## src/rtl/ciu_pkg.sv

```systemverilog
// ----------------------------------------------------------------------------
// ciu_pkg
// shared widths, register codes and control structs of the interception core
// ----------------------------------------------------------------------------
package ciu_pkg;

    // field widths
    localparam int TimeStepW = 24;
    localparam int InvStepW  = 40;
    localparam int CellAreaW = 32;
    localparam int RateW     = 40;
    localparam int DepthW    = 40;
    localparam int LenW      = 24;
    localparam int IdxW      = 12;
    localparam int ClassW    = 2;
    localparam int VolW      = 64;

    // one store entry holds depth, intercepted volume and net volume
    localparam int StoreW = DepthW + 2 * VolW;

    // default number of grid cells
    localparam int CiuCells = 4096;

    // apb port
    localparam int ApbAddrW = 5;
    localparam int ApbDataW = 64;

    // register index codes, taken from paddr[4:3]
    localparam logic [1:0] CfgTimeStep = 2'd0;
    localparam logic [1:0] CfgInvStep  = 2'd1;
    localparam logic [1:0] CfgCellArea = 2'd2;

    localparam logic [TimeStepW-1:0] TimeStepRst = 24'd256;
    localparam logic [InvStepW-1:0]  InvStepRst  = 40'h01_0000_0000;
    localparam logic [CellAreaW-1:0] CellAreaRst = 32'd256;

    // shared multiply-accumulate unit: a is taken in digits, b whole
    localparam int DigitW    = 24;
    localparam int MulAW     = 72;
    localparam int MulBW     = 40;
    localparam int MacPartW  = DigitW + MulBW;
    localparam int MacProdW  = MulAW + MulBW;

    typedef struct packed {
        logic       start;
        logic [1:0] digits;
    } t_mac_ctl;

    typedef struct packed {
        logic busy;
        logic done;
    } t_mac_sts;

endpackage

```

## src/rtl/ciu_mac.sv

```systemverilog
// ----------------------------------------------------------------------------
// ciu_mac
// shared digit-serial multiplier, 24 x 40 bits per cycle into a wide accumulator
// ----------------------------------------------------------------------------
module ciu_mac (
    input  logic                              i_clk,
    input  logic                              i_rst_n,
    input  ciu_pkg::t_mac_ctl                 i_ctl,
    input  logic [ciu_pkg::MulAW-1:0]         i_a,
    input  logic [ciu_pkg::MulBW-1:0]         i_b,
    output ciu_pkg::t_mac_sts                 o_sts,
    output logic [ciu_pkg::MacProdW-1:0]      o_prod
);

    localparam int ProdW = ciu_pkg::MacProdW;
    localparam int PartW = ciu_pkg::MacPartW;
    localparam int DigW  = ciu_pkg::DigitW;

    logic [ciu_pkg::MulAW-1:0] r_a;
    logic [ciu_pkg::MulBW-1:0] r_b;
    logic [1:0]                r_left;
    logic [1:0]                r_k;
    logic                      r_busy;
    logic [PartW-1:0]          r_p;
    logic [1:0]                r_pk;
    logic                      r_pv;
    logic                      r_plast;
    logic [ProdW-1:0]          r_acc;
    logic                      r_done;
    logic [ProdW-1:0]          w_addend;

    // align the registered partial product to its digit
    always_comb begin
        case (r_pk)
            2'd0:    w_addend = ProdW'(r_p);
            2'd1:    w_addend = ProdW'(r_p) << DigW;
            2'd2:    w_addend = ProdW'(r_p) << (2 * DigW);
            default: w_addend = '0;
        endcase
    end

    always_ff @(posedge i_clk) begin
        if (!i_rst_n) begin
            r_busy <= 1'b0;
            r_pv   <= 1'b0;
            r_done <= 1'b0;
        end else begin
            r_pv   <= r_busy;
            r_done <= r_pv && r_plast;
            if (i_ctl.start) begin
                r_busy <= 1'b1;
            end else if (r_busy && (r_left == 2'd1)) begin
                r_busy <= 1'b0;
            end
        end
    end

    always_ff @(posedge i_clk) begin
        if (i_ctl.start) begin
            r_a    <= i_a;
            r_b    <= i_b;
            r_left <= i_ctl.digits;
            r_k    <= 2'd0;
        end else if (r_busy) begin
            r_p     <= PartW'(r_a[DigW-1:0]) * PartW'(r_b);
            r_pk    <= r_k;
            r_plast <= (r_left == 2'd1);
            r_a     <= r_a >> DigW;
            r_k     <= r_k + 2'd1;
            r_left  <= r_left - 2'd1;
        end
        if (i_ctl.start) begin
            r_acc <= '0;
        end else if (r_pv) begin
            r_acc <= r_acc + w_addend;
        end
    end

    assign o_sts.busy = r_busy | r_pv;
    assign o_sts.done = r_done;
    assign o_prod     = r_acc;

endmodule

```

## config.mk

```make
export PLATFORM = sky130hd
export DESIGN_NAME = ciu_mac
export DESIGN_NICKNAME = d
export VERILOG_FILES = /design/src/rtl/ciu_pkg.sv /design/src/rtl/ciu_mac.sv
export SDC_FILE = /design/constraint.sdc
export NUM_CORES = 2
export LEC_CHECK = 0
export ABC_AREA = 0
export BUFFER_PORTS_ARGS = -buffer_cell sky130_fd_sc_hd__buf_4
export CAP_MARGIN = 20
export CELL_PAD_IN_SITES_DETAIL_PLACEMENT = 1
export CELL_PAD_IN_SITES_GLOBAL_PLACEMENT = 1
export CORE_UTILIZATION = 54
export CTS_BUF_LIST = sky130_fd_sc_hd__clkbuf_16
export DETAILED_ROUTE_END_ITERATION = 8
export GPL_TIMING_DRIVEN = 1
export PLACE_DENSITY_LB_ADDON = 0.12
export SKIP_LAST_GASP = 1
export SLEW_MARGIN = 20
export SYNTH_ARGS = -nofsm -noshare
export SYNTH_HDL_FRONTEND = slang
export SYNTH_SLANG_ARGS = --single-unit
```

## constraint.sdc

```tcl
create_clock -name i_clk -period 10.9 [get_ports i_clk]
set_input_delay 0.545 -clock i_clk [delete_from_list [all_inputs] [get_ports i_clk]]
set_output_delay 0.545 -clock i_clk [all_outputs]
set_load 0.01 [all_outputs]
```

## Word level (Yosys, flattened, before mapping)

Index checks and enable logic that the tools add are counted.

- $mul: 1
- Reductions and logical operators: 6
- Add/subtract/negate cells: 3
- Muxes and demuxes: 7
- Bitwise operators: 2
- Eq/ne operators: 3

Operator list:

| kind | count |
|---|---|
| $pmux 112 s3 | 1 |
| $mux 72 | 2 |
| $add 112x112->112 | 1 |
| $mul 24x40->64 | 1 |
| $eq 2x1->1 const B | 2 |
| $mux 2 | 2 |
| $reduce_bool 2->1 | 2 |
| $add 2x1->2 const B | 1 |
| $eq 2x2->1 const B | 1 |
| $logic_and 1x1->1 | 2 |
| $logic_not 2->1 | 1 |
| $mux 1 | 2 |
| $reduce_and 2->1 | 1 |
| $sub 2x1->2 const B | 1 |
| $not 1->1 | 1 |
| $or 1x1->1 | 1 |

- Logic and storage cells: 33
- Flip-flop bits (word level): 298

## Logic depth before layout (Yosys ltp)

- Depth in word-level cells: 4
- Depth in mapped cells: 29
- Mapped depth without buffers: 27

## Worst setup path before layout

OpenSTA, ideal clock, no wires.

- Path type: reg2reg
- Start point: register r_b[11] (netlist bit)
- End point: register r_p[48] (data pin)
- Setup time: 0.265 ns
- Arrival: 6.786 ns
- Cell stages (with the launch flop): 26
- Required time: 10.635 ns
- Slack: 3.849 ns
- Path through: edfxtp_1 -> clkbuf_1 -> nand2_1 -> fa_1 -> inv_1 -> fa_1 -> inv_1 -> fa_1 -> inv_1 -> fa_1 -> fa_1 -> fa_1 -> inv_1 -> fa_1 -> inv_1 -> ha_1 -> clkbuf_1 -> a21o_1 -> o311a_1 -> or2_1 -> a311oi_2 -> o31a_1 -> o31ai_1 -> a221oi_1 -> o21ai_0 -> xor2_1

- Cells in the longest elaborated chain, start to end: 1

RTL lines:

| element | line | RTL |
|---|---|---|
| start, declared | ciu_mac.sv:20 | `logic [ciu_pkg::MulBW-1:0] r_b;` |
| start signal, assigned | ciu_mac.sv:61 | `r_b <= i_b;` |
| $mul 24x40->64 | ciu_mac.sv:65 | `r_p <= PartW'(r_a[DigW-1:0]) * PartW'(r_b);` |
| end signal, assigned | ciu_mac.sv:65 |  |
| end, declared | ciu_mac.sv:24 | `logic [PartW-1:0] r_p;` |

No other way between the ends.
A chain may end at the register's enable or synchronous reset.

## Final worst setup path

- Start point: register r_b[15] (netlist bit)
- End point: register r_p[60] (data pin)

Same word-level chain as after synthesis.

==> results.toml <==
[placed_design]
gp_congestion = 0.9605
portBuffers = 230
place_ws_ns = 2.648
dp_hpwl_um = 132200
postPlaceCellArea_mm2 = 0.05124

[clocking]
clk_pin_slew_ns = 0.07
clock-sinks = 298
clockRootBuffer = "clkbuf_16"
clock_tree.buffer_depth = 3
htreeDepth = 2
cts_resized = 0
post_cts_buffers = 0
cts_buffers = 40
cts_hold_buf = 0
cts_tree = "done"
clk_latency_ns = 0.63

[grt]
grt_usage_pct = 37.95
antenna_found_initial = 2
grt_first_pass_wirelength_um = 261100
grt_start_max_net_pins = 75
grt_overflow = 0
grt_pass1_vias = 44340

[synth]
netlist_area_mm2 = 0.04865
yosysSeqAreaShare_pct = 15.99
synth_top_flop_cell = "edfxtp_1"
synthArstFlopShare_pct = 0
synth-simple-area-share_pct = 16.65
synth.mux.area_fraction_pct = 2.862
synth_xor_area_share_pct = 2.970
synth_compound_area_share_pct = 9.968
synth_cell_types = 88
synth_edf_count = 181
synthAdderAreaFrac_pct = 42.12
synth-seq-cells = 298
yosys_warnings = 0
synth_top_family_by_area = "adder cells"
syn_avg_cell_area_um2 = 8.998
netlist_instances = 5407
syn_nets = 6661

[routing]
drtIter0Drc = 2708
drc_errors = 0
drt_first_pass_iters = 5
vias_per_cell = 5.962
dr_total_vias = 39630
routed_wl_um = 170000
final_antenna_net_count = 0
wl_per_cell_um = 25.58

[final_layout]
final_area_mm2 = 0.05269
areaGrowthSynthToFinish_pct = 8.296
drive_gt1_share_pct = 8.265
fin_nets = 6704

[die]
initial_core_util_pct = 54.80
coreArea_mm2 = 0.08878
rows = 109
dieHeight_um = 302.2
io_pins = 231
die_x_um = 302.2
die_area_mm2 = 0.09130

[timing]
maxSlewHeadroom_pct = 19.33
setup_slack_ns = 2.545
fin_worst_skew_ns = 0.02471
min_period_over_period_pct = 76.65
setup_viol = 0
finalSetupTns_ns = 0
period_needed_ns = 8.355
timing.fmax_mhz = 119.7
grt_setup_unrepaired = "false"
drv_slew = 0
tightest_slew_ns = 1.210
finalHoldViolCount = 0

[critical_path]
arrival_ns = 8.73
end_kind = "flip-flop"
crit_type = "reg2reg"
critical_path_required_ns = 11.27
cp_max_fo = 24
start_kind = "flip-flop"

[flow_run]
max_cap_violations = 0

[hold_path]
hp-class = "in2reg"

[status]
status = "complete, no violations"
## synthesized netlist by cell type (24+ instances only)
cell,number,area share [%]
nand3_1,25,0.26
nor2b_1,33,0.42
xnor2_1,102,1.8
mux2i_1,84,1.7
fa_1,835,34
a21o_1,77,1.2
nand2_1,789,6.1
ha_1,302,7.8
nor2_1,218,1.7
dfxtp_1,117,4.8
edfxtp_1,181,11
nand4_1,63,0.81
o21ai_0,173,1.8
clkbuf_1,274,2.1
xor2_1,63,1.1
and2_1,469,6.0
o21bai_1,42,0.65
a31oi_1,24,0.31
inv_1,914,7.1
mux2_2,49,1.1
a22o_1,29,0.52
a21oi_1,257,2.6
## sequential cells by signal (all words and copies together) (netlist names)
register	flops
o_prod	112
r_a	72
r_b	40
r_busy	1
r_done	1
r_k	2
r_left	2
r_p	64
r_pk	2
r_plast	1
r_pv	1
## placed cells by master, fill, tap and decap left out, drive strengths merged, types with 44 or more instances in the layout
master and n:
nor2 218, and2 469, clkbuf 44, xnor2 102
ha 302, nand4 63, o21ai 183, mux2 49
a21oi 263, buf 299, fa 835, mux2i 84
nand2 789, xor2 63, edfxtp 181, inv 922
a21o 78, dfxtp 117
## critical path, stage by stage (launching register included)
cell       delay (ns)
edfxtp_1         1.11
and2_1           0.27
fa_1             0.45
fa_1             0.57
inv_1            0.06
fa_1             0.53
inv_1            0.05
fa_1             0.51
inv_1            0.06
fa_1             0.53
inv_1            0.05
fa_1             0.47
inv_1            0.05
fa_1             0.47
inv_1            0.04
ha_1             0.46
o21ai_0          0.17
nor3_1           0.18
o21a_1           0.18
o21ai_0          0.14
a31oi_1          0.44
a221o_1          0.32
o2111ai_1        0.31
o311ai_0         0.41
a21oi_1          0.14
xnor2_1          0.13
## routing by layer
metal	part of all wire, %	GRT usage (%)
met5	0	0
met2	50	66.48
met4	4.8	17.82
met1	39	46.66
met3	5.8	4.475
## final cells by class
class | count | area, µm²
Multi-Input combinational cell | 3895 | 36300
Fill cell | 10260 | 36090
Sequential cell | 298 | 7781
Inverter | 915 | 3435
Timing Repair Buffer | 300 | 2347
Tap cell | 1165 | 1458
Clock buffer | 43 | 1076
Clock inverter | 30 | 285.3
Antenna cell | 1 | 2.502
## stage by stage
step	hold slack, ns	utilization (%)	std cells
2_1_floorplan	0.4280	-	5407
3_3_place_gp	0.4364	57.63	6564
3_5_place_dp	0.4412	57.71	6567
4_1_cts	0.06082	59.25	6640
5_1_grt	0.08494	59.34	6646
6_report	0.08405	59.35	6647
## kinds of logic after synthesis
logic type,Yosys count
XOR/XNOR,165
AO/OA/AOI/OAI,763
multiplexers,133
buffers and inverters,1214
flip-flops,298
adder cells (fa/ha/maj),1137
AND/OR/NAND/NOR,1697
## worst paths after layout
| kind | start | to | slack [ns] | depth (start not counted) |
|---|---|---|---|---|
| worst min register to register | r_k[1] | r_pk[1] | 0.47 | 0 |
| worst max-delay path | r_b[15] | r_p[60] | 2.55 | 25 |
| worst max register to register | r_b[15] | r_p[60] | 2.55 | 25 |
| worst min-delay path | i_b[39] | r_b[39] | 0.08 | 1 |
Power is not shown: default switching activity piles up to over one toggle a cycle in this logic, so the estimate is an artifact.
